### src/positional_doubly_linked_list_macros.svh
// ----------------------------------------------------------------------------
// Positional doubly linked list assertion macros
// Concurrent assertion wrappers shared by the list modules.
// ----------------------------------------------------------------------------
`ifndef POSITIONAL_DOUBLY_LINKED_LIST_MACROS_SVH
`define POSITIONAL_DOUBLY_LINKED_LIST_MACROS_SVH

`ifndef SYNTHESIS

`define PDLL_ASSERT(label, clk, rst, prop, msg) \
   label: assert property (@(posedge clk) disable iff (rst) (prop)) else $error(msg);

`define PDLL_ASSERT_IMPL(label, clk, rst, ante, cons, msg) \
   label: assert property (@(posedge clk) disable iff (rst) (ante) |-> (cons)) \
      else $error(msg);

`else

`define PDLL_ASSERT(label, clk, rst, prop, msg)

`define PDLL_ASSERT_IMPL(label, clk, rst, ante, cons, msg)

`endif

`endif

### src/pdll_pkg.sv
`timescale 1ns / 1ps
`default_nettype none
// ----------------------------------------------------------------------------
// Positional doubly linked list package
// Shared constants, operation and status codes, and inter-module structs.
// ----------------------------------------------------------------------------
package pdll_pkg;

   localparam int CAPACITY_DEFAULT = 16;
   localparam int KIND_W           = 3;
   localparam int POS_W            = 8;
   localparam int VALUE_W          = 32;
   localparam int STATUS_W         = 3;
   localparam int REQ_DATA_W       = 40;
   localparam int RSP_DATA_W       = 40;

   typedef enum logic [KIND_W-1:0] {
      KIND_INS_HEAD = 3'd0,
      KIND_INS_TAIL = 3'd1,
      KIND_INS_AT   = 3'd2,
      KIND_DEL_HEAD = 3'd3,
      KIND_DEL_TAIL = 3'd4,
      KIND_DEL_AT   = 3'd5,
      KIND_UPDATE   = 3'd6,
      KIND_READ_ALL = 3'd7
   } kind_type;

   typedef enum logic [STATUS_W-1:0] {
      STATUS_OK      = 3'd0,
      STATUS_INVALID = 3'd1,
      STATUS_RANGE   = 3'd2,
      STATUS_EMPTY   = 3'd3,
      STATUS_FULL    = 3'd4
   } status_type;

   typedef struct packed {
      logic value;
      logic next;
      logic prev;
   } store_we_type;

   typedef struct packed {
      logic               load;
      status_type         status;
      logic               element_valid;
      logic [VALUE_W-1:0] element;
      logic               last;
   } rsp_type;

endpackage
`default_nettype wire

### src/pdll_store.sv
`timescale 1ns / 1ps
`default_nettype none
// ----------------------------------------------------------------------------
// Node store
// Value, next-link and prev-link memories with one write port and one
// registered read port, each with its own node address.
// ----------------------------------------------------------------------------
module pdll_store #(
   parameter int  CAPACITY = pdll_pkg::CAPACITY_DEFAULT,
   localparam int LW       = $clog2(CAPACITY + 1),
   localparam int IW       = $clog2(CAPACITY)
) (
   input  logic                         clock,
   input  pdll_pkg::store_we_type       we,
   input  logic [IW-1:0]                wr_addr,
   input  logic [pdll_pkg::VALUE_W-1:0] wd_value,
   input  logic [LW-1:0]                wd_next,
   input  logic [LW-1:0]                wd_prev,
   input  logic [IW-1:0]                rd_addr,
   output logic [pdll_pkg::VALUE_W-1:0] rd_value,
   output logic [LW-1:0]                rd_next,
   output logic [LW-1:0]                rd_prev
);
   import pdll_pkg::*;

   logic [VALUE_W-1:0] value_mem [CAPACITY];
   logic [LW-1:0]      next_mem  [CAPACITY];
   logic [LW-1:0]      prev_mem  [CAPACITY];

   logic [VALUE_W-1:0] rd_value_ff;
   logic [LW-1:0]      rd_next_ff;
   logic [LW-1:0]      rd_prev_ff;

   always_ff @(posedge clock) begin
      if (we.value) begin
         value_mem[wr_addr] <= wd_value;
      end
      if (we.next) begin
         next_mem[wr_addr] <= wd_next;
      end
      if (we.prev) begin
         prev_mem[wr_addr] <= wd_prev;
      end
   end

   always_ff @(posedge clock) begin
      rd_value_ff <= value_mem[rd_addr];
      rd_next_ff  <= next_mem[rd_addr];
      rd_prev_ff  <= prev_mem[rd_addr];
   end

   assign rd_value = rd_value_ff;
   assign rd_next  = rd_next_ff;
   assign rd_prev  = rd_prev_ff;

endmodule
`default_nettype wire

### src/pdll_freemap.sv
`timescale 1ns / 1ps
`default_nettype none
`include "positional_doubly_linked_list_macros.svh"
// ----------------------------------------------------------------------------
// Free node map
// One free bit per node, the lowest free node for allocation, and the count
// of nodes in use.
// ----------------------------------------------------------------------------
module pdll_freemap #(
   parameter int  CAPACITY = pdll_pkg::CAPACITY_DEFAULT,
   localparam int LW       = $clog2(CAPACITY + 1),
   localparam int IW       = $clog2(CAPACITY)
) (
   input  logic          clock,
   input  logic          reset,
   input  logic          take,
   input  logic          give,
   input  logic [IW-1:0] give_idx,
   output logic [IW-1:0] alloc_idx,
   output logic [LW-1:0] count,
   output logic          full
);
   import pdll_pkg::*;

   logic [CAPACITY-1:0] free_map_ff;
   logic [CAPACITY-1:0] free_map_in;
   logic [LW-1:0]       count_ff;
   logic [LW-1:0]       count_in;
   logic [CAPACITY-1:0] lowest;

   // Isolate the lowest set bit, then encode it.
   assign lowest = free_map_ff & (~free_map_ff + CAPACITY'(1));

   always_comb begin
      alloc_idx = '0;
      for (int i = 0; i < CAPACITY; i++) begin
         if (lowest[i]) begin
            alloc_idx = alloc_idx | IW'(i);
         end
      end
   end

   always_comb begin
      free_map_in = free_map_ff;
      count_in    = count_ff;
      if (take) begin
         free_map_in[alloc_idx] = 1'b0;
         count_in               = count_ff + LW'(1);
      end
      if (give) begin
         free_map_in[give_idx] = 1'b1;
         count_in              = count_ff - LW'(1);
      end
   end

   always_ff @(posedge clock) begin
      if (reset) begin
         free_map_ff <= '1;
         count_ff    <= '0;
      end else begin
         free_map_ff <= free_map_in;
         count_ff    <= count_in;
      end
   end

   assign count = count_ff;
   assign full  = (count_ff == LW'(CAPACITY));

   `PDLL_ASSERT(a_count_matches_map, clock, reset, count_ff == LW'(CAPACITY - $countones(free_map_ff)), "Node count disagrees with free map.")
   `PDLL_ASSERT_IMPL(a_take_not_full, clock, reset, take, free_map_ff != '0, "Allocation from a full store.")
   `PDLL_ASSERT_IMPL(a_give_in_use, clock, reset, give, !free_map_ff[give_idx], "Release of a node that is already free.")

endmodule
`default_nettype wire

### src/pdll_seq.sv
`timescale 1ns / 1ps
`default_nettype none
`include "positional_doubly_linked_list_macros.svh"
// ----------------------------------------------------------------------------
// List sequencer
// Decodes one operation, walks the links one node per cycle through the
// store read port, and performs the link updates one write per cycle.
// ----------------------------------------------------------------------------
module pdll_seq #(
   parameter int  CAPACITY = pdll_pkg::CAPACITY_DEFAULT,
   localparam int LW       = $clog2(CAPACITY + 1),
   localparam int IW       = $clog2(CAPACITY)
) (
   input  logic                         clock,
   input  logic                         reset,
   input  logic                         start,
   input  pdll_pkg::kind_type           req_kind,
   input  logic [pdll_pkg::POS_W-1:0]   req_position,
   input  logic [pdll_pkg::VALUE_W-1:0] req_value,
   output logic                         ready,
   input  logic                         out_free,
   output pdll_pkg::rsp_type            rsp,
   input  logic [LW-1:0]                count,
   input  logic                         full,
   input  logic [IW-1:0]                alloc_idx,
   output logic                         take,
   output logic                         give,
   output logic [IW-1:0]                give_idx,
   output pdll_pkg::store_we_type       we,
   output logic [IW-1:0]                wr_addr,
   output logic [pdll_pkg::VALUE_W-1:0] wd_value,
   output logic [LW-1:0]                wd_next,
   output logic [LW-1:0]                wd_prev,
   output logic [IW-1:0]                rd_addr,
   input  logic [pdll_pkg::VALUE_W-1:0] rd_value,
   input  logic [LW-1:0]                rd_next,
   input  logic [LW-1:0]                rd_prev
);
   import pdll_pkg::*;

   localparam logic [LW-1:0] NIL = LW'(CAPACITY);

   typedef enum logic [9:0] {
      S_IDLE     = 10'b0000000001,
      S_DECODE   = 10'b0000000010,
      S_WALK     = 10'b0000000100,
      S_ACT      = 10'b0000001000,
      S_INS_NODE = 10'b0000010000,
      S_INS_LINK = 10'b0000100000,
      S_INS_PREV = 10'b0001000000,
      S_DEL_NEXT = 10'b0010000000,
      S_DEL_LINK = 10'b0100000000,
      S_RESULT   = 10'b1000000000
   } state_type;

   state_type          state_ff, state_in;
   kind_type           kind_ff, kind_in;
   logic [POS_W-1:0]   pos_ff, pos_in;
   logic [VALUE_W-1:0] value_ff, value_in;
   status_type         status_ff, status_in;
   logic [LW-1:0]      cur_ff, cur_in;
   logic [LW-1:0]      after_ff, after_in;
   logic [LW-1:0]      prev_ff, prev_in;
   logic [LW-1:0]      new_ff, new_in;
   logic [LW-1:0]      steps_ff, steps_in;
   logic [LW-1:0]      head_ff, head_in;
   logic [LW-1:0]      tail_ff, tail_in;
   logic [POS_W:0]     pos_x;
   logic [POS_W:0]     cnt_x;

   assign pos_x = {1'b0, pos_ff};
   assign cnt_x = (POS_W + 1)'(count);

   always_comb begin
      state_in  = state_ff;
      kind_in   = kind_ff;
      pos_in    = pos_ff;
      value_in  = value_ff;
      status_in = status_ff;
      cur_in    = cur_ff;
      after_in  = after_ff;
      prev_in   = prev_ff;
      new_in    = new_ff;
      steps_in  = steps_ff;
      head_in   = head_ff;
      tail_in   = tail_ff;
      take      = 1'b0;
      give      = 1'b0;
      give_idx  = cur_ff[IW-1:0];
      we        = '0;
      wr_addr   = cur_ff[IW-1:0];
      wd_value  = value_ff;
      wd_next   = after_ff;
      wd_prev   = cur_ff;
      rsp       = '0;

      case (state_ff)
         S_IDLE: begin
            if (start) begin
               kind_in  = req_kind;
               pos_in   = req_position;
               value_in = req_value;
               state_in = S_DECODE;
            end
         end

         S_DECODE: begin
            status_in = STATUS_OK;
            case (kind_ff)
               KIND_INS_HEAD: begin
                  if (full) begin
                     status_in = STATUS_FULL;
                     state_in  = S_RESULT;
                  end else begin
                     cur_in   = NIL;
                     after_in = head_ff;
                     state_in = S_INS_NODE;
                  end
               end
               KIND_INS_TAIL: begin
                  if (full) begin
                     status_in = STATUS_FULL;
                     state_in  = S_RESULT;
                  end else if (head_ff == NIL) begin
                     cur_in   = NIL;
                     after_in = NIL;
                     state_in = S_INS_NODE;
                  end else begin
                     cur_in   = tail_ff;
                     state_in = S_ACT;
                  end
               end
               KIND_INS_AT: begin
                  if (pos_ff == '0) begin
                     status_in = STATUS_INVALID;
                     state_in  = S_RESULT;
                  end else if (pos_ff == POS_W'(1)) begin
                     if (full) begin
                        status_in = STATUS_FULL;
                        state_in  = S_RESULT;
                     end else begin
                        cur_in   = NIL;
                        after_in = head_ff;
                        state_in = S_INS_NODE;
                     end
                  end else if (pos_x > cnt_x + (POS_W + 1)'(1)) begin
                     status_in = STATUS_RANGE;
                     state_in  = S_RESULT;
                  end else if (full) begin
                     status_in = STATUS_FULL;
                     state_in  = S_RESULT;
                  end else begin
                     cur_in   = head_ff;
                     steps_in = LW'(pos_ff - POS_W'(2));
                     state_in = (pos_ff == POS_W'(2)) ? S_ACT : S_WALK;
                  end
               end
               KIND_DEL_HEAD, KIND_DEL_TAIL: begin
                  if (head_ff == NIL) begin
                     status_in = STATUS_EMPTY;
                     state_in  = S_RESULT;
                  end else begin
                     cur_in   = (kind_ff == KIND_DEL_HEAD) ? head_ff : tail_ff;
                     state_in = S_ACT;
                  end
               end
               KIND_DEL_AT, KIND_UPDATE: begin
                  if (kind_ff == KIND_DEL_AT && head_ff == NIL) begin
                     status_in = STATUS_EMPTY;
                     state_in  = S_RESULT;
                  end else if (pos_ff == '0) begin
                     status_in = STATUS_INVALID;
                     state_in  = S_RESULT;
                  end else if (pos_x > cnt_x) begin
                     status_in = STATUS_RANGE;
                     state_in  = S_RESULT;
                  end else begin
                     cur_in   = head_ff;
                     steps_in = LW'(pos_ff - POS_W'(1));
                     state_in = (pos_ff == POS_W'(1)) ? S_ACT : S_WALK;
                  end
               end
               KIND_READ_ALL: begin
                  if (head_ff == NIL) begin
                     state_in = S_RESULT;
                  end else begin
                     cur_in   = head_ff;
                     state_in = S_ACT;
                  end
               end
               default: begin
                  state_in = S_RESULT;
               end
            endcase
         end

         S_WALK: begin
            cur_in   = rd_next;
            steps_in = steps_ff - LW'(1);
            if (steps_ff == LW'(1)) begin
               state_in = S_ACT;
            end
         end

         S_ACT: begin
            case (kind_ff)
               KIND_INS_TAIL, KIND_INS_AT: begin
                  after_in = rd_next;
                  state_in = S_INS_NODE;
               end
               KIND_DEL_HEAD, KIND_DEL_TAIL, KIND_DEL_AT: begin
                  prev_in  = rd_prev;
                  after_in = rd_next;
                  state_in = S_DEL_NEXT;
               end
               KIND_UPDATE: begin
                  we.value = 1'b1;
                  state_in = S_RESULT;
               end
               KIND_READ_ALL: begin
                  if (out_free) begin
                     rsp.load          = 1'b1;
                     rsp.status        = STATUS_OK;
                     rsp.element_valid = 1'b1;
                     rsp.element       = rd_value;
                     rsp.last          = (rd_next == NIL);
                     if (rd_next == NIL) begin
                        state_in = S_IDLE;
                     end else begin
                        cur_in = rd_next;
                     end
                  end
               end
               default: begin
                  state_in = S_RESULT;
               end
            endcase
         end

         S_INS_NODE: begin
            wr_addr  = alloc_idx;
            we       = '{value: 1'b1, next: 1'b1, prev: 1'b1};
            new_in   = LW'(alloc_idx);
            state_in = S_INS_LINK;
         end

         S_INS_LINK: begin
            take = 1'b1;
            if (cur_ff != NIL) begin
               we.next = 1'b1;
               wd_next = new_ff;
            end else begin
               head_in = new_ff;
            end
            if (after_ff == NIL) begin
               tail_in  = new_ff;
               state_in = S_RESULT;
            end else begin
               state_in = S_INS_PREV;
            end
         end

         S_INS_PREV: begin
            wr_addr  = after_ff[IW-1:0];
            we.prev  = 1'b1;
            wd_prev  = new_ff;
            state_in = S_RESULT;
         end

         S_DEL_NEXT: begin
            if (after_ff != NIL) begin
               wr_addr = after_ff[IW-1:0];
               we.prev = 1'b1;
               wd_prev = prev_ff;
            end
            state_in = S_DEL_LINK;
         end

         S_DEL_LINK: begin
            give = 1'b1;
            if (prev_ff != NIL) begin
               wr_addr = prev_ff[IW-1:0];
               we.next = 1'b1;
               wd_next = after_ff;
            end else begin
               head_in = after_ff;
            end
            if (after_ff == NIL) begin
               tail_in = prev_ff;
            end
            state_in = S_RESULT;
         end

         S_RESULT: begin
            if (out_free) begin
               rsp.load   = 1'b1;
               rsp.status = status_ff;
               rsp.last   = 1'b1;
               state_in   = S_IDLE;
            end
         end

         default: begin
            state_in = S_IDLE;
         end
      endcase
   end

   // The read data in a cycle always belongs to the node held in cur_ff.
   assign rd_addr = cur_in[IW-1:0];
   assign ready   = (state_ff == S_IDLE);

   always_ff @(posedge clock) begin
      if (reset) begin
         state_ff <= S_IDLE;
         head_ff  <= NIL;
         tail_ff  <= NIL;
      end else begin
         state_ff <= state_in;
         head_ff  <= head_in;
         tail_ff  <= tail_in;
      end
   end

   always_ff @(posedge clock) begin
      kind_ff   <= kind_in;
      pos_ff    <= pos_in;
      value_ff  <= value_in;
      status_ff <= status_in;
      cur_ff    <= cur_in;
      after_ff  <= after_in;
      prev_ff   <= prev_in;
      new_ff    <= new_in;
      steps_ff  <= steps_in;
   end

   `PDLL_ASSERT(a_head_tracks_count, clock, reset, (head_ff == NIL) == (count == '0), "Head pointer disagrees with node count.")
   `PDLL_ASSERT(a_tail_tracks_head, clock, reset, (tail_ff == NIL) == (head_ff == NIL), "Tail pointer disagrees with head pointer.")
   `PDLL_ASSERT_IMPL(a_walk_has_steps, clock, reset, state_ff == S_WALK, steps_ff != '0, "Link walk entered with no steps left.")

endmodule
`default_nettype wire

### src/positional_doubly_linked_list.sv
`timescale 1ns / 1ps
`default_nettype none
// ----------------------------------------------------------------------------
// Positional doubly linked list
// Ordered list of signed 32-bit values kept as a doubly linked list in a
// node store with a free map; inserts, deletes, updates and read-out.
//
//   Group  Dir  tdata                          tuser          tlast
//   req_   in   position[7:0], value[39:8]     kind[2:0]      -
//   rsp_   out  status[2:0], element[34:3]     element_valid  last result
//
// After acceptance req_tready stays low until the last response of the
// operation is loaded; a positional walk follows one link per cycle
// through the single read port of the node store. A read-out delivers
// one element per cycle while rsp_tready stays high. Reset clears the
// free map and the head and tail pointers; the store needs no clearing.
// The result register holds a transaction while rsp_tready is low.
// ----------------------------------------------------------------------------
module positional_doubly_linked_list #(
   parameter int CAPACITY = pdll_pkg::CAPACITY_DEFAULT
) (
   input  logic                            clock,
   input  logic                            reset,
   input  logic                            req_tvalid,
   output logic                            req_tready,
   // position [7:0], value [39:8]
   input  logic [pdll_pkg::REQ_DATA_W-1:0] req_tdata,
   // kind [2:0]
   input  logic [pdll_pkg::KIND_W-1:0]     req_tuser,
   output logic                            rsp_tvalid,
   input  logic                            rsp_tready,
   // status [2:0], element [34:3], zero [39:35]
   output logic [pdll_pkg::RSP_DATA_W-1:0] rsp_tdata,
   // element_valid [0]
   output logic                            rsp_tuser,
   output logic                            rsp_tlast
);
   import pdll_pkg::*;

   localparam int LW = $clog2(CAPACITY + 1);
   localparam int IW = $clog2(CAPACITY);

   logic               start;
   logic               ready;
   logic               out_free;
   rsp_type            rsp;
   logic [LW-1:0]      count;
   logic               full;
   logic [IW-1:0]      alloc_idx;
   logic               take;
   logic               give;
   logic [IW-1:0]      give_idx;
   store_we_type       we;
   logic [IW-1:0]      wr_addr;
   logic [VALUE_W-1:0] wd_value;
   logic [LW-1:0]      wd_next;
   logic [LW-1:0]      wd_prev;
   logic [IW-1:0]      rd_addr;
   logic [VALUE_W-1:0] rd_value;
   logic [LW-1:0]      rd_next;
   logic [LW-1:0]      rd_prev;

   logic               rsp_valid_ff;
   logic               rsp_valid_in;
   status_type         rsp_status_ff;
   logic               rsp_el_valid_ff;
   logic [VALUE_W-1:0] rsp_element_ff;
   logic               rsp_last_ff;

   assign req_tready = ready;
   assign start      = req_tvalid && ready;
   assign out_free   = !rsp_valid_ff || rsp_tready;

   pdll_seq #(
      .CAPACITY (CAPACITY)
   ) u_seq (
      .clock        (clock),
      .reset        (reset),
      .start        (start),
      .req_kind     (kind_type'(req_tuser)),
      .req_position (req_tdata[POS_W-1:0]),
      .req_value    (req_tdata[POS_W+VALUE_W-1:POS_W]),
      .ready        (ready),
      .out_free     (out_free),
      .rsp          (rsp),
      .count        (count),
      .full         (full),
      .alloc_idx    (alloc_idx),
      .take         (take),
      .give         (give),
      .give_idx     (give_idx),
      .we           (we),
      .wr_addr      (wr_addr),
      .wd_value     (wd_value),
      .wd_next      (wd_next),
      .wd_prev      (wd_prev),
      .rd_addr      (rd_addr),
      .rd_value     (rd_value),
      .rd_next      (rd_next),
      .rd_prev      (rd_prev)
   );

   pdll_freemap #(
      .CAPACITY (CAPACITY)
   ) u_freemap (
      .clock     (clock),
      .reset     (reset),
      .take      (take),
      .give      (give),
      .give_idx  (give_idx),
      .alloc_idx (alloc_idx),
      .count     (count),
      .full      (full)
   );

   pdll_store #(
      .CAPACITY (CAPACITY)
   ) u_store (
      .clock    (clock),
      .we       (we),
      .wr_addr  (wr_addr),
      .wd_value (wd_value),
      .wd_next  (wd_next),
      .wd_prev  (wd_prev),
      .rd_addr  (rd_addr),
      .rd_value (rd_value),
      .rd_next  (rd_next),
      .rd_prev  (rd_prev)
   );

   always_comb begin
      rsp_valid_in = rsp_valid_ff;
      if (rsp.load) begin
         rsp_valid_in = 1'b1;
      end else if (rsp_tready) begin
         rsp_valid_in = 1'b0;
      end
   end

   always_ff @(posedge clock) begin
      if (reset) begin
         rsp_valid_ff <= 1'b0;
      end else begin
         rsp_valid_ff <= rsp_valid_in;
      end
   end

   always_ff @(posedge clock) begin
      if (rsp.load) begin
         rsp_status_ff   <= rsp.status;
         rsp_el_valid_ff <= rsp.element_valid;
         rsp_element_ff  <= rsp.element;
         rsp_last_ff     <= rsp.last;
      end
   end

   assign rsp_tvalid = rsp_valid_ff;
   assign rsp_tdata  = {(RSP_DATA_W - STATUS_W - VALUE_W)'(0), rsp_element_ff, rsp_status_ff};
   assign rsp_tuser  = rsp_el_valid_ff;
   assign rsp_tlast  = rsp_last_ff;

endmodule
`default_nettype wire

### config.mk
export PLATFORM = sky130hd
export DESIGN_NAME = positional_doubly_linked_list
export DESIGN_NICKNAME = d
export VERILOG_FILES = /design/src/pdll_pkg.sv /design/src/pdll_store.sv /design/src/pdll_freemap.sv /design/src/pdll_seq.sv /design/src/positional_doubly_linked_list.sv
export VERILOG_INCLUDE_DIRS = /design/src /design/src/src
export SDC_FILE = /design/constraint.sdc
export NUM_CORES = 1
export LEC_CHECK = 0
export ABC_AREA = 1
export BUFFER_PORTS_ARGS = -buffer_cell sky130_fd_sc_hd__buf_2
export CAP_MARGIN = 5
export CORE_MARGIN = 2
export CORE_UTILIZATION = 27
export CTS_CLUSTER_DIAMETER = 120
export DETAILED_ROUTE_END_ITERATION = 10
export PLACE_DENSITY_LB_ADDON = 0.08
export SYNTH_ARGS = -nofsm -noshare
export SYNTH_HDL_FRONTEND = slang
export SYNTH_SLANG_ARGS = --single-unit
### constraint.sdc
create_clock -name clock -period 4.3 [get_ports clock]
set_input_delay 0.43 -clock clock [delete_from_list [all_inputs] [get_ports clock]]
set_output_delay 0.43 -clock clock [all_outputs]
set_load 0.03 [all_outputs]
# Word level (Yosys, flattened, before mapping)
# Memories as Yosys holds them, arrays and structs flattened. A register that Yosys moved wholly into a read port is not among the register bits.
# Cells that the tools add are included.
[classes]
n_eq_ne = 56
add_sub_neg = 7
n_mux = 125
reduce_logical = 33
n_lt_le_gt_ge = 6
bitwise_logic = 5
[op_table]
columns = ["op", "n"]
rows = [
  ["5-bit two-way mux", 39],
  ["10-bit two-way mux", 16],
  ["10-bit case mux with 9 select lines", 1],
  ["38-bit two-way mux", 2],
  ["5-bit case mux with 2 select lines", 6],
  ["4-bit two-way mux", 13],
  ["10-bit case mux with 5 select lines", 1],
  ["3-bit != test (second input constant)", 11],
  ["16-bit AND", 2],
  ["16-bit two-way mux", 2],
  ["16-bit inverter", 2],
  ["3-bit two-way mux", 10],
  ["10-bit case mux with 3 select lines", 1],
  ["5-bit case mux with 3 select lines", 2],
  ["5-bit case mux with 6 select lines", 1],
  ["5-bit equality test (second input constant)", 4],
  ["1-bit two-way mux", 18],
  ["16-bit by 1-bit adder with 16-bit output (second input constant)", 1],
  ["2-bit != test (second input constant)", 8],
  ["16-bit OR", 1],
  ["4-bit case mux with 4 select lines", 1],
  ["5-bit != test (second input constant)", 3],
  ["5-bit by 1-bit subtractor with 5-bit output (second input constant)", 3],
  ["13-bit AND reduction", 1],
  ["48 further kinds", 83],
]
[word_totals]
memories = 3
input_bits = 47
elab_cells = 255
out_inout_bits = 44
ram_bits = 672
regBits = 149
[memory_table]
columns = ["name", "depth", "width", "read_ports", "rd_clocked_by_memory_dff", "wr", "line", "rtl"]
rows = [
  ["u_store.value_mem", 16, 32, 1, 1, 1, "pdll_store.sv:26", "logic [VALUE_W-1:0] value_mem [CAPACITY];"],
  ["u_store.next_mem", 16, 5, 1, 1, 1, "pdll_store.sv:27", "logic [LW-1:0] next_mem [CAPACITY];"],
  ["u_store.prev_mem", 16, 5, 1, 1, 1, "pdll_store.sv:28", "logic [LW-1:0] prev_mem [CAPACITY];"],
]

# Logic depth before layout (Yosys ltp)
[depth]
depth_word = 27
ltp_mapped = 27
depth_no_buf = 25

# Modules after synthesis
# Synthesis repeated with hierarchy kept, for this count alone.
[unflattened]
hier_cells = 3882
hier_area_um2 = 38226.7
[modules_own_cells]
columns = ["mod", "seq_area_each_um2", "area_each_um2", "cells_per_inst", "n_inst"]
rows = [
  ["pdll_store", 21020.2, 29683.5, 2830, 1],
  ["pdll_seq", 2462.4, 6004.5, 801, 1],
  ["pdll_freemap", 420.4, 1336.3, 201, 1],
  ["positional_doubly_linked_list", 1131.1, 1202.4, 50, 1],
]

# Least setup slack after synthesis
# Ideal clock, no wire load.
[synth_path]
path_kind = "reg2reg"
startpoint = "reg u_seq.state_ff[3]"
endpoint = "mem u_store.value_mem[11][0], enable pin"
path_buffers = 0
period_less_slack_ns = 4.079
setup_slack_ns = 0.221
stages_incl_launch_ff = 12
required_ns = 3.879
arrival_ns = 3.658
setup_time_ns = 0.421
cell_sequence = "dfxtp_1 nor2_1 inv_1 nor2_1 inv_2 nor4_1 nand2_1 nand4_1 o21ai_1 nor2_1 nand2_1 nor2_1"
[synth_between]
elab_chain_cells = 4
word_cells_on_any_way = 9
classes_between = "5 x eq/ne; 4 x mux"
[synth_lines]
columns = ["item", "line", "rtl"]
rows = [
  ["start, declared", "pdll_seq.sv:56", "state_type state_ff, state_in;"],
  ["start signal, assigned", "pdll_seq.sv:319", "state_ff <= state_in;"],
  ["10-bit by 5-bit equality test with 1-bit output / 10-bit by 4-bit equality test with 1-bit output (equally long branches)", "pdll_seq.sv:97", "case (state_ff)"],
  ["1-bit case mux with 2 select lines", "pdll_seq.sv:97", ""],
  ["1-bit two-way mux", "pdll_store.sv:35", "if (we.value) begin"],
  ["1-bit two-way mux (not written as such)", "pdll_store.sv:36", "value_mem[wr_addr] <= wd_value;"],
  ["end, declared", "pdll_store.sv:26", ""],
]
# Several ways; a longest one is shown, not always the timed one.

# Worst setup path in the final report
[layout_path]
startpoint = "reg u_freemap.count_ff[0], in the netlist u_freemap.count[0]"
endpoint = "reg u_store.rd_value_ff[14], in the netlist u_store.rd_value[14] (read register of u_store.value_mem)"
[layout_between]
elab_chain_cells = 7
word_cells_on_any_way = 15
classes_between = "1 x add/sub; 2 x order compare; 1 x eq/ne; 11 x mux"
[layout_lines]
columns = ["item", "line", "rtl"]
rows = [
  ["start, declared", "pdll_freemap.sv:27", "logic [LW-1:0] count_ff;"],
  ["start signal, assigned", "pdll_freemap.sv:62", "count_ff <= count_in;"],
  ["5-bit by 1-bit adder with 6-bit output / 5-bit equality test (equally long branches)", "pdll_seq.sv:146, pdll_freemap.sv:67", ""],
  ["8-bit by 6-bit greater-than comparator with 1-bit output / 5-bit two-way mux (equally long branches)", "pdll_seq.sv:146, pdll_seq.sv:149", ""],
  ["5-bit two-way mux", "pdll_seq.sv:146", "end else if (pos_x > cnt_x + (POS_W + 1)'(1)) begin"],
  ["5-bit two-way mux", "pdll_seq.sv:137", "end else if (pos_ff == POS_W'(1)) begin"],
  ["5-bit two-way mux", "pdll_seq.sv:134", "if (pos_ff == '0) begin"],
  ["5-bit case mux with 6 select lines (*)", "pdll_seq.sv:109", "case (kind_ff)"],
  ["5-bit case mux with 3 select lines (*)", "pdll_seq.sv:97", ""],
  ["end, declared", "pdll_store.sv:30", "logic [VALUE_W-1:0] rd_value_ff;"],
]
# Every way passes the cells marked *; elsewhere a longest branch is shown, timed or not. The select of a mux whose other input is x is not followed.
# A chain may end at the register's enable or synchronous reset.

==> flow_summary.json <==
{
  "outcome": "finished clean",
  "synthMuxAreaShare_pct": 0.06172,
  "seqPwrFrac_pct": 37.7,
  "fin_crit_ns": 3.798,
  "tightest_slew_ns": 1.240,
  "ctsResizeCount": 0,
  "io_pins": 91,
  "rsz0062_at_grt": "false",
  "area_delta_synth_final_pct": 20.81,
  "ys_ff_latch": 863,
  "power.leakage_nw": 16.21,
  "drc": 0,
  "synth_xor_area_share_pct": 0.2640,
  "portBuffers": 85,
  "p_total_mw": 25.93,
  "coreArea_um2": 133800,
  "power_density_nw_per_um2": 588.3,
  "hpwl_um": 70290,
  "cts_sinks": 863,
  "nFillCells": 13440,
  "worstPathRequired_ns": 4.94,
  "synth-edff-count": 775,
  "yosysTopAreaCell": "edfxtp_1",
  "utilization_pct": 32.95,
  "critPathCaptureType": "flop",
  "grt.overflow.total": 0,
  "finalClockSkew_ns": 0.03311,
  "cts_tree": "yes",
  "insertion_delay_ns": 0.71,
  "ys_seq_area_share_pct": 68.61,
  "intPower_mw": 17.26,
  "slew_headroom_pct": 17.04,
  "grt_pass1_wl_um": 178600,
  "syn_area_per_cell_um2": 11.00,
  "power_frac_clock_pct": 35.6,
  "ant_nets": 0,
  "arrival_ns": 4.43,
  "grt_max_degree": 103,
  "fin_cells": 5342,
  "synth.area.top_cells": "edfxtp_1, nand3_1, nand2_1",
  "finalNetCount": 3553,
  "synth_top_family_by_area": "simple AND/OR/NAND/NOR gates",
  "ys_warn_count": 0,
  "cp_max_fo": 18,
  "cts_buffers": 105,
  "setup_violations": 0,
  "ys_top_cells_by_count": "nand3_1, edfxtp_1, nand2_1, nor2_1, inv_1",
  "synth_ff_type": "edfxtp_1",
  "synth_compound_area_share_pct": 2.719,
  "fp.dieH_um": 371.6,
  "syn_area_um2": 36490,
  "worst_setup_path_start_kind": "flop",
  "viasPerCell": 4.835,
  "maxCapViolCount": 0,
  "clockBufferDepth": 3,
  "p_sw_mw": 8.674,
  "fp.dieW_um": 371.6,
  "cts_setup_buffers": 0,
  "grt_pass1_vias": 26083,
  "num_rows": 134,
  "hold_violations": 0,
  "ctsHtreeMaxLevel": 3,
  "synth_fa_ha_area_share_pct": 0.8435,
  "p_comb_share_pct": 26.7,
  "timing.fmax_ghz": 0.2633,
  "synthMostInstantiatedCell": "nand3_1",
  "drt_wl_total_um": 122200,
  "dpl.cell_count": 5100,
  "ff2ff_setup_slack_ns": 0.50,
  "layout-drive-gt1-share_pct": 12.31,
  "die-area_um2": 138100,
  "ys_types": 54,
  "async_flop_share_pct": 0,
  "grt_use_total_pct": 17.63,
  "num_antenna_cells": 0,
  "antenna_found_initial": 1,
  "wl_per_cell_um": 22.87,
  "initial_core_util_pct": 27.27,
  "synth_top_area_share_pct": 63.78,
  "first_pass_iters": 7,
  "root_buffer": "clkbuf_16",
  "gp_congestion": 0.8636,
  "hp-class": "input pin to flop",
  "fin_setup_tns_ns": 0,
  "clk_pin_slew_ns": 0.06,
  "swShare_pct": 33.45,
  "synth_cells": 3317,
  "peakVddDrop_uv": 302.2,
  "worst-setup-path-type": "flop to flop",
  "final.period_utilization_pct": 88.32,
  "drt_iter0_drc": 1954,
  "vias": 25826,
  "hold_buffers": 43,
  "synth-simple-area-share_pct": 23.03,
  "maxSlewViolCount": 0
}
[logic make-up (layout without fill, tap and decap cells)]
family	after synthesis	count (layout)
flip-flops	863	863
AND/OR/NAND/NOR	1888	1888
adder cells (fa/ha/maj)	24	24
other	1	5
XOR/XNOR	11	11
AO/OA/AOI/OAI	156	156
multiplexers	2	2
buffers and inverters	372	625
[final cells by class]
cell class | instances | area (um^2) | share of cell area (%)
Timing Repair Buffer | 252 | 2462 | 5.586
Sequential cell | 863 | 25030 | 56.79
Inverter | 174 | 658.1 | 1.493
Multi-Input combinational cell | 2086 | 10060 | 22.83
Clock inverter | 52 | 600.6 | 1.362
Tap cell | 1768 | 2212 | 5.018
Clock buffer | 147 | 3050 | 6.920
[stage by stage]
step | area, um^2 | setup slack, ns | hold slack, ns
2_1_floorplan | 36500 | 0.2206 | 0.3855
3_3_place_gp | 40000 | 0.4780 | 0.3977
3_5_place_dp | 40000 | 0.5111 | 0.4043
4_1_cts | 44080 | 0.4746 | 0.01520
5_1_grt | 44080 | 0.1206 | 0.07171
6_report | 44080 | 0.5022 | 0.07427
[routing by layer]
layer  global-route usage, %  routed length (um)  vias up
li1                        -                   -    12095
met1                   24.45               56700    12891
met2                   28.22               56380      673
met3                   2.322                5436      167
met4                   6.172                3650        0
met5                       0                   0        -
[flip-flops by register name, indices dropped and copies added (netlist names), 8 cells and up]
signal	flops
u_store.next_mem	80
u_store.rd_value	32
u_seq.wd_value	32
u_store.prev_mem	80
u_seq.pos_ff	8
rsp_element_ff	32
u_freemap.free_map_ff	16
u_store.value_mem	512
u_seq.state_ff	10
[cell usage in the layout, fill, tap and decap left out, drive strengths merged, types with 4 or more instances in the layout]
master and n:
a21oi 38, clkinvlp 7, nor3 31, o221ai 7
a211oi 6, ha 23, a31oi 4, dfxtp 88
nand4 12, dlygate4sd3 43, nand3 904, clkinv 34
buf 209, bufinv 11, a221oi 7, inv 174
nor4 5, o311ai 8, xnor2 4, nor2 180
conb 5, o22ai 5, o21ai 52, xor2 7
edfxtp 775, o211ai 15, nand2 752, clkbuf 147
[power groups by stage]
| stage | logic, mW | clock network [mW] | registers (mW) |
|---|---|---|---|
| 6_report | 6.93 | 9.23 | 9.77 |
| 5_1_grt | 7.74 | 9.83 | 9.81 |
| 4_1_cts | 7.05 | 9.53 | 9.78 |
| 3_5_place_dp | 7.00 | 0 | 9.95 |
| 3_3_place_gp | 7.02 | 0 | 9.95 |
| 2_1_floorplan | 4.40 | 0 | 9.83 |
[worst max-delay path: stages (launching register included)]
cell and delay (ns):
dfxtp_1 0.43, ha_1 0.22, nand3_1 0.10, xor2_1 0.17, ha_1 0.28, nand2_1 0.05
nor2_1 0.13, nand2_1 0.07, nand2_1 0.10, nand2_1 0.17, nand2_1 0.14, nand2_1 0.06
nand3_1 0.09, nand2_1 0.07, nand2_1 0.07, nand3_1 0.07, nand2_1 0.14, nand2_1 0.11
o21ai_4 0.46, buf_4 0.41, nand3_1 0.11, nand2_1 0.08, nand2_1 0.05, nand2_1 0.11
[path summary, 6_finish.rpt]
kind	start	end	cells past startpoint
max	u_freemap.count[0]	u_store.rd_value[14]	23
min	req_tvalid	u_seq.state_ff[1]	3
max reg2reg	u_freemap.count[0]	u_store.rd_value[14]	23
min reg2reg	u_store.rd_prev[1]	u_seq.prev_ff[1]	0
No activity file was read; power rests on OpenSTA's default activity.
